<file path="src/rtl/fsr_pkg.sv">
`timescale 1ns / 1ps
// ----------------------------------------------------------------------------
// fsr_pkg
// Shared widths, constants and the rounding multiply of the Fresnel core.
// ----------------------------------------------------------------------------
package fsr_pkg;

	// Port field widths
	localparam int VecW  = 16;              // Q2.14 vector component
	localparam int IdxW  = 16;              // Q2.14 refractive index
	localparam int FracW = 16;              // Q1.15 reflectance

	// Internal widths
	localparam int DotW     = 33;           // cosine in Q.28, signed
	localparam int CosShift = 13;           // Q.28 down to Q.15
	localparam int CosW     = DotW - CosShift;
	localparam int NumW     = 50;           // r0 dividend
	localparam int DenW     = 34;           // (k1 + k2)^2
	localparam int QuoW     = 16;           // r0 quotient, at most 1.0
	localparam int PowW     = 15;           // powers of (1 - cos), below 1.0
	localparam int SqW      = 30;           // cos^2 when |cos| < 1.0
	localparam int SW       = SqW + 1;      // 1 - cos^2 in Q.30
	localparam int ProdW    = 2 * IdxW + SW; // k1^2 * (1 - cos^2)

	// Fixed point constants
	localparam logic [FracW-1:0] OneQ15  = 16'h8000;
	localparam logic [31:0]      HalfQ15 = 32'h0000_4000;

	// Q.15 product rounded half up
	function automatic logic [FracW-1:0] mul_q15(input logic [FracW-1:0] a,
		input logic [PowW-1:0] b);
		logic [31:0] prod;
		prod = (32'(a) * 32'(b)) + HalfQ15;
		return prod[30:15];
	endfunction

endpackage

</file>
<file path="src/rtl/fsr_div.sv">
`timescale 1ns / 1ps
// ----------------------------------------------------------------------------
// fsr_div
// Pipelined restoring divider for r0: one quotient bit per stage, advancing
// together with the rest of the core on a shared enable.
// ----------------------------------------------------------------------------
module fsr_div (
	input  logic                       clk,
	input  logic                       en,
	input  logic [fsr_pkg::NumW-1:0]   num,
	input  logic [fsr_pkg::DenW-1:0]   den,
	output logic [fsr_pkg::QuoW-1:0]   quo
);
	import fsr_pkg::*;

	// Partial remainder and divisor travel only as far as the last step needs them
	logic [NumW-1:0] rem_s [QuoW-1];
	logic [DenW-1:0] den_s [QuoW-1];
	logic [QuoW-1:0] quo_s [QuoW];

	for (genvar k = 0; k < QuoW; k++) begin : g_step
		localparam int Bit = QuoW - 1 - k;
		logic [NumW-1:0] rem_in;
		logic [DenW-1:0] den_in;
		logic [QuoW-1:0] quo_in;
		logic [NumW-1:0] dsh;
		logic            ge;

		if (k == 0) begin : g_first
			assign rem_in = num;
			assign den_in = den;
			assign quo_in = '0;
		end else begin : g_next
			assign rem_in = rem_s[k-1];
			assign den_in = den_s[k-1];
			assign quo_in = quo_s[k-1];
		end

		// Trial subtract of the divisor at this bit weight
		assign dsh = NumW'(den_in) << Bit;
		assign ge  = (rem_in >= dsh);

		always_ff @(posedge clk) begin
			if (en) begin
				quo_s[k] <= quo_in | (QuoW'(ge) << Bit);
			end
		end

		if (k < QuoW - 1) begin : g_keep
			always_ff @(posedge clk) begin
				if (en) begin
					rem_s[k] <= ge ? (rem_in - dsh) : rem_in;
					den_s[k] <= den_in;
				end
			end
		end
	end

	assign quo = quo_s[QuoW-1];

endmodule

</file>
<file path="config.mk">
export PLATFORM = sky130hd
export DESIGN_NAME = fsr_div
export DESIGN_NICKNAME = d
export VERILOG_FILES = /design/src/rtl/fsr_pkg.sv /design/src/rtl/fsr_div.sv
export SDC_FILE = /design/constraint.sdc
export NUM_CORES = 2
export LEC_CHECK = 0
export BUFFER_PORTS_ARGS = -buffer_cell sky130_fd_sc_hd__buf_2
export CAP_MARGIN = 0
export CORE_UTILIZATION = 35
export CTS_CLUSTER_DIAMETER = 40
export DETAILED_ROUTE_END_ITERATION = 8
export HOLD_SLACK_MARGIN = 0.08
export PLACE_DENSITY = 0.58
export REMOVE_ABC_BUFFERS = 1
export SKIP_CTS_REPAIR_TIMING = 1
export SYNTH_ARGS = -nofsm -noshare
export SYNTH_HDL_FRONTEND = slang
export SYNTH_SLANG_ARGS = --single-unit
</file>
<file path="constraint.sdc">
create_clock -name clk -period 8.55 [get_ports clk]
set_clock_uncertainty 0.2 [all_clocks]
set_input_delay 2.565 -clock clk [delete_from_list [all_inputs] [get_ports clk]]
set_output_delay 2.565 -clock clk [all_outputs]
set_load 0.03 [all_outputs]
</file>
Word-level counts from Yosys, hierarchy flattened:

Memories as Yosys holds them, arrays and structs flattened.
Cells that the tools add are included.

* register bits after elaboration: 0
* bits in writable memories: 1516
* bits of input ports: 86
* output and inout bits: 16
* memories kept: 3

* add/subtract/negate cells: 15
* order comparisons: 16
* mux-type cells: 17
* bitwise logic cells: 15

Memory list
* rem_s: words 15, bits a word 50, read ports 15, clocked after Yosys merged registers in 0, write ports 15, line fsr_div.sv:17 `logic [NumW-1:0] rem_s [QuoW-1];`
* den_s: words 15, bits a word 34, read ports 15, clocked after Yosys merged registers in 0, write ports 15, line fsr_div.sv:18 `logic [DenW-1:0] den_s [QuoW-1];`
* quo_s: words 16, bits a word 16, read ports 16, clocked after Yosys merged registers in 0, write ports 16, line fsr_div.sv:19 `logic [QuoW-1:0] quo_s [QuoW];`

Operators by type and width (number)
* two-way mux 50 bit: 15
* greater-or-equal comparator 50 x 34 -> 1 bit: 1
* greater-or-equal comparator 50 x 35 -> 1 bit: 1
* greater-or-equal comparator 50 x 36 -> 1 bit: 1
* greater-or-equal comparator 50 x 37 -> 1 bit: 1
* greater-or-equal comparator 50 x 38 -> 1 bit: 1
* greater-or-equal comparator 50 x 39 -> 1 bit: 1
* greater-or-equal comparator 50 x 40 -> 1 bit: 1
* greater-or-equal comparator 50 x 41 -> 1 bit: 1
* greater-or-equal comparator 50 x 42 -> 1 bit: 1
* greater-or-equal comparator 50 x 43 -> 1 bit: 1
* greater-or-equal comparator 50 x 44 -> 1 bit: 1
* greater-or-equal comparator 50 x 45 -> 1 bit: 1
* greater-or-equal comparator 50 x 46 -> 1 bit: 1
* greater-or-equal comparator 50 x 47 -> 1 bit: 1
* greater-or-equal comparator 50 x 48 -> 1 bit: 1
* greater-or-equal comparator 50 x 49 -> 1 bit: 1
* subtractor 50 x 35 -> 50 bit: 1
* subtractor 50 x 36 -> 50 bit: 1
* subtractor 50 x 37 -> 50 bit: 1
* subtractor 50 x 38 -> 50 bit: 1
* subtractor 50 x 39 -> 50 bit: 1
* subtractor 50 x 40 -> 50 bit: 1
* subtractor 50 x 41 -> 50 bit: 1
* 24 further kinds: 25

Logic depth before layout (Yosys ltp):

An unclocked memory read counts as a cell.

* depth after elaboration: 3
* mapped depth: 16
* mapped depth without buffers: 14

Worst setup path before layout:

No wires, ideal clock.

* kind: input to register
* start point: in den[1] (netlist bit)
* end point: mem rem_s[0][21] (data pin)
* library setup time: 0.262 ns
* data arrival time: 5.232 ns
* required time: 8.088 ns
* setup slack: 2.856 ns
* stages on the path: 14
* path buffers: 2
* path through: inv_1 ha_1 nor2b_1 o31ai_2 a21oi_2 a2111o_1 o2111ai_2 a21boi_2 o21bai_4 a41o_2 and2_1 buf_4 buf_6 mux2_1

RTL lines
* start, declared: line fsr_div.sv:11 `input logic [fsr_pkg::DenW-1:0] den,`
* end, declared: line fsr_div.sv:17

==> results.cfg <==
[grt]
grt_pass1_vias = 57400
antenna_found_initial = 2
grtUsageTotal = 0.161
overflow = 0
grt_max_degree = 168
grt_pass1_wl_microns = 301000

[clock_network]
clockBufferDepth = 3
cts_root_buffer = clkbuf_16
cts_tree = done
clock_sinks = 1396
insertion_delay_ns = 0.85
htree_levels = 4
numCtsBuffers = 235
clk_pin_slew_ns = 0.06

[pwr]
p_seq_frac = 0.328
p_leak_nw = 36.8
power_frac_clock = 0.291
intPower_mw = 21.4
pwr-share-comb = 0.381
power_mw = 33.3
power_per_cell_area_nw_per_um2 = 359
p_sw_mw = 11.9
vdd_ir_drop_max_mv = 0.205
switching_share = 0.356

[sta]
drv_slew = 0
rsz0062_at_grt = false
post-route-min-period_ns = 5.86
final.period_utilization = 0.685
tightest_slew_ns = 1.40
setup_viol = 0
finalHoldViolCount = 0
fin_setup_tns_ns = 0
holdWs_ns = 0.209
maxSlewHeadroom = 0.0583
max_freq_ghz = 0.171

[setup_path]
critPathMaxFanout = 29
start_kind = primary input
end_kind = register
setup.worst_path.class = primary input to register
crit_required_ns = 8.95
crit_slowest_cell = a2111o_1
critical_path_buf_inv_count = 3
worstPathArrival_ns = 6.26
reg2reg_slack_ns = 3.51
cp_slowest_stage_delay_ns = 0.48
crit_chain = buf_2 -> inv_1 -> ha_1 -> nor2b_1 -> o31ai_2 -> a21oi_2 -> a2111o_1 -> o2111ai_2 -> a21boi_2 -> o21bai_4 -> a41o_2 -> and2_1 -> buf_4 -> mux2_2
crit_family = compound AO/OA/AOI/OAI gates

[detailed_routing]
dr_total_vias = 55700
wl_per_cell_microns = 17.6
firstDrtPassIters = 6
drc = 0
routed_wl_microns = 190000
ant_nets = 0
drtIter0Drc = 3278
via_per_inst = 5.15

[placement]
port_buffers = 101
place_congestion = 0.945
dp.final_hpwl_microns = 147000
placedCellCount = 10400

[yosys]
ys_seq_area_frac = 0.520
ys_top_cells_by_area = edfxtp_1 (52%), ha_1 (8.4%), a21oi_1 (4.4%), inv_1 (3.2%), xnor2_1 (3.1%)
netlist.area_leader.share = 0.520
ys_ff_latch = 1396
synth_edf_count = 1396
ys_types = 109
synth-compound-area-share = 0.164
synth_warnings = 0
syn_area_sq_um = 80700
synth-xor-area-share = 0.0585
synth_top_family_by_area = compound AO/OA/AOI/OAI gates
synthTopCellsByCount = edfxtp_1 (1396), a21oi_1 (705), inv_1 (695), nand2_1 (579), ha_1 (544)
synthAdderAreaFrac = 0.0881
synth_top_cell_by_area = edfxtp_1
synth-simple-area-share = 0.111
synth_ff_type = edfxtp_1
yosys.cell_count.top_type = edfxtp_1
avgSynthCellArea_sq_um = 10.8
synth_mux_area_frac = 0.0143
synthArstFlopShare = 0
syn_inst = 7459

[hold_path]
min_path_type = register to register

[floorplan]
core_sq_um = 228000
rows = 175
start_util = 0.354
io_pins = 102
die_y_microns = 482
dieArea_sq_um = 232000
dieWidth_microns = 482

[cells_and_area]
final_cells = 10800
drive_gt1_frac = 0.0923
area_delta_synth_final_pct = 14.9
nets = 8244

[flow_run]
drv_cap = 0

[run_status]
outcome = completed
-- power by group through the flow --
stage | logic, mW | registers, mW | clock network (mW)
6_report | 12.7 | 10.9 | 9.67
5_1_grt | 14.1 | 11.1 | 10.2
4_1_cts | 12.6 | 10.9 | 9.91
3_5_place_dp | 12.6 | 11.0 | 0
2_1_floorplan | 9.56 | 10.6 | 0
3_3_place_gp | 12.4 | 11.0 | 0
-- per-stage QoR --
stage | instance area (sq um) | util | worst slack (ns)
4_1_cts | 92700 | 0.406 | 2.71
2_1_floorplan | 79600 | - | 2.27
3_5_place_dp | 84400 | 0.370 | 1.78
5_1_grt | 92700 | 0.406 | 2.52
3_3_place_gp | 84400 | 0.370 | 1.79
6_report | 92700 | 0.406 | 2.69
-- per-layer routing --
layer	track usage	share of wire	up-vias
met3	0.0237	0.032	576
met1	0.163	0.38	26000
met4	0.108	0.071	0
met5	0	0	-
met2	0.305	0.51	1281
li1	-	-	27800
-- placed cells by master (no fill, tap or decap), drive strengths merged, types with 59 or more instances in the layout --
cell type     n
a21o        307
nor2        459
nand2b       68
nand4       114
o21ai       463
nor2b        73
nor3        110
ha          544
xnor2       285
buf         145
clkbuf      255
o21bai       78
nor4         70
a21oi       709
a211oi       59
nand2       580
o21a         69
mux2         97
xor2        254
clkinv       87
edfxtp     1396
nand3       133
inv         732
-- layout make-up --
cell class / instances / area, sq um
multi-input combinational: 5125 / 35200
inverter: 696 / 2610
timing repair buffer: 145 / 938
clock buffer: 255 / 5960
clock inverter: 184 / 2330
antenna: 2 / 5.00
tap: 3009 / 3760
fill: 21700 / 135000
sequential: 1396 / 41900
-- path summary, 6_finish.rpt --
check | start | endpoint | depth (start not counted)
max reg2reg | rem_s[2][83] | rem_s[3][12] | 9
min | quo_s[1][76] | quo_s[1][92] | 0
max | den[1] | rem_s[0][18] | 14
min reg2reg | quo_s[1][76] | quo_s[1][92] | 0
-- logic make-up after synthesis --
group	Yosys count
AO/OA/AOI/OAI	2075
AND/OR/NAND/NOR	1849
flip-flops	1396
buffers and inverters	938
adder cells (fa/ha/maj)	559
XOR/XNOR	539
multiplexers	103
-- flip-flops by register name, summed over array words and instances (netlist names) --
register / count
rem_s: 750
den_s: 510
quo_s: 136
Power figures use the tool's default switching activity.
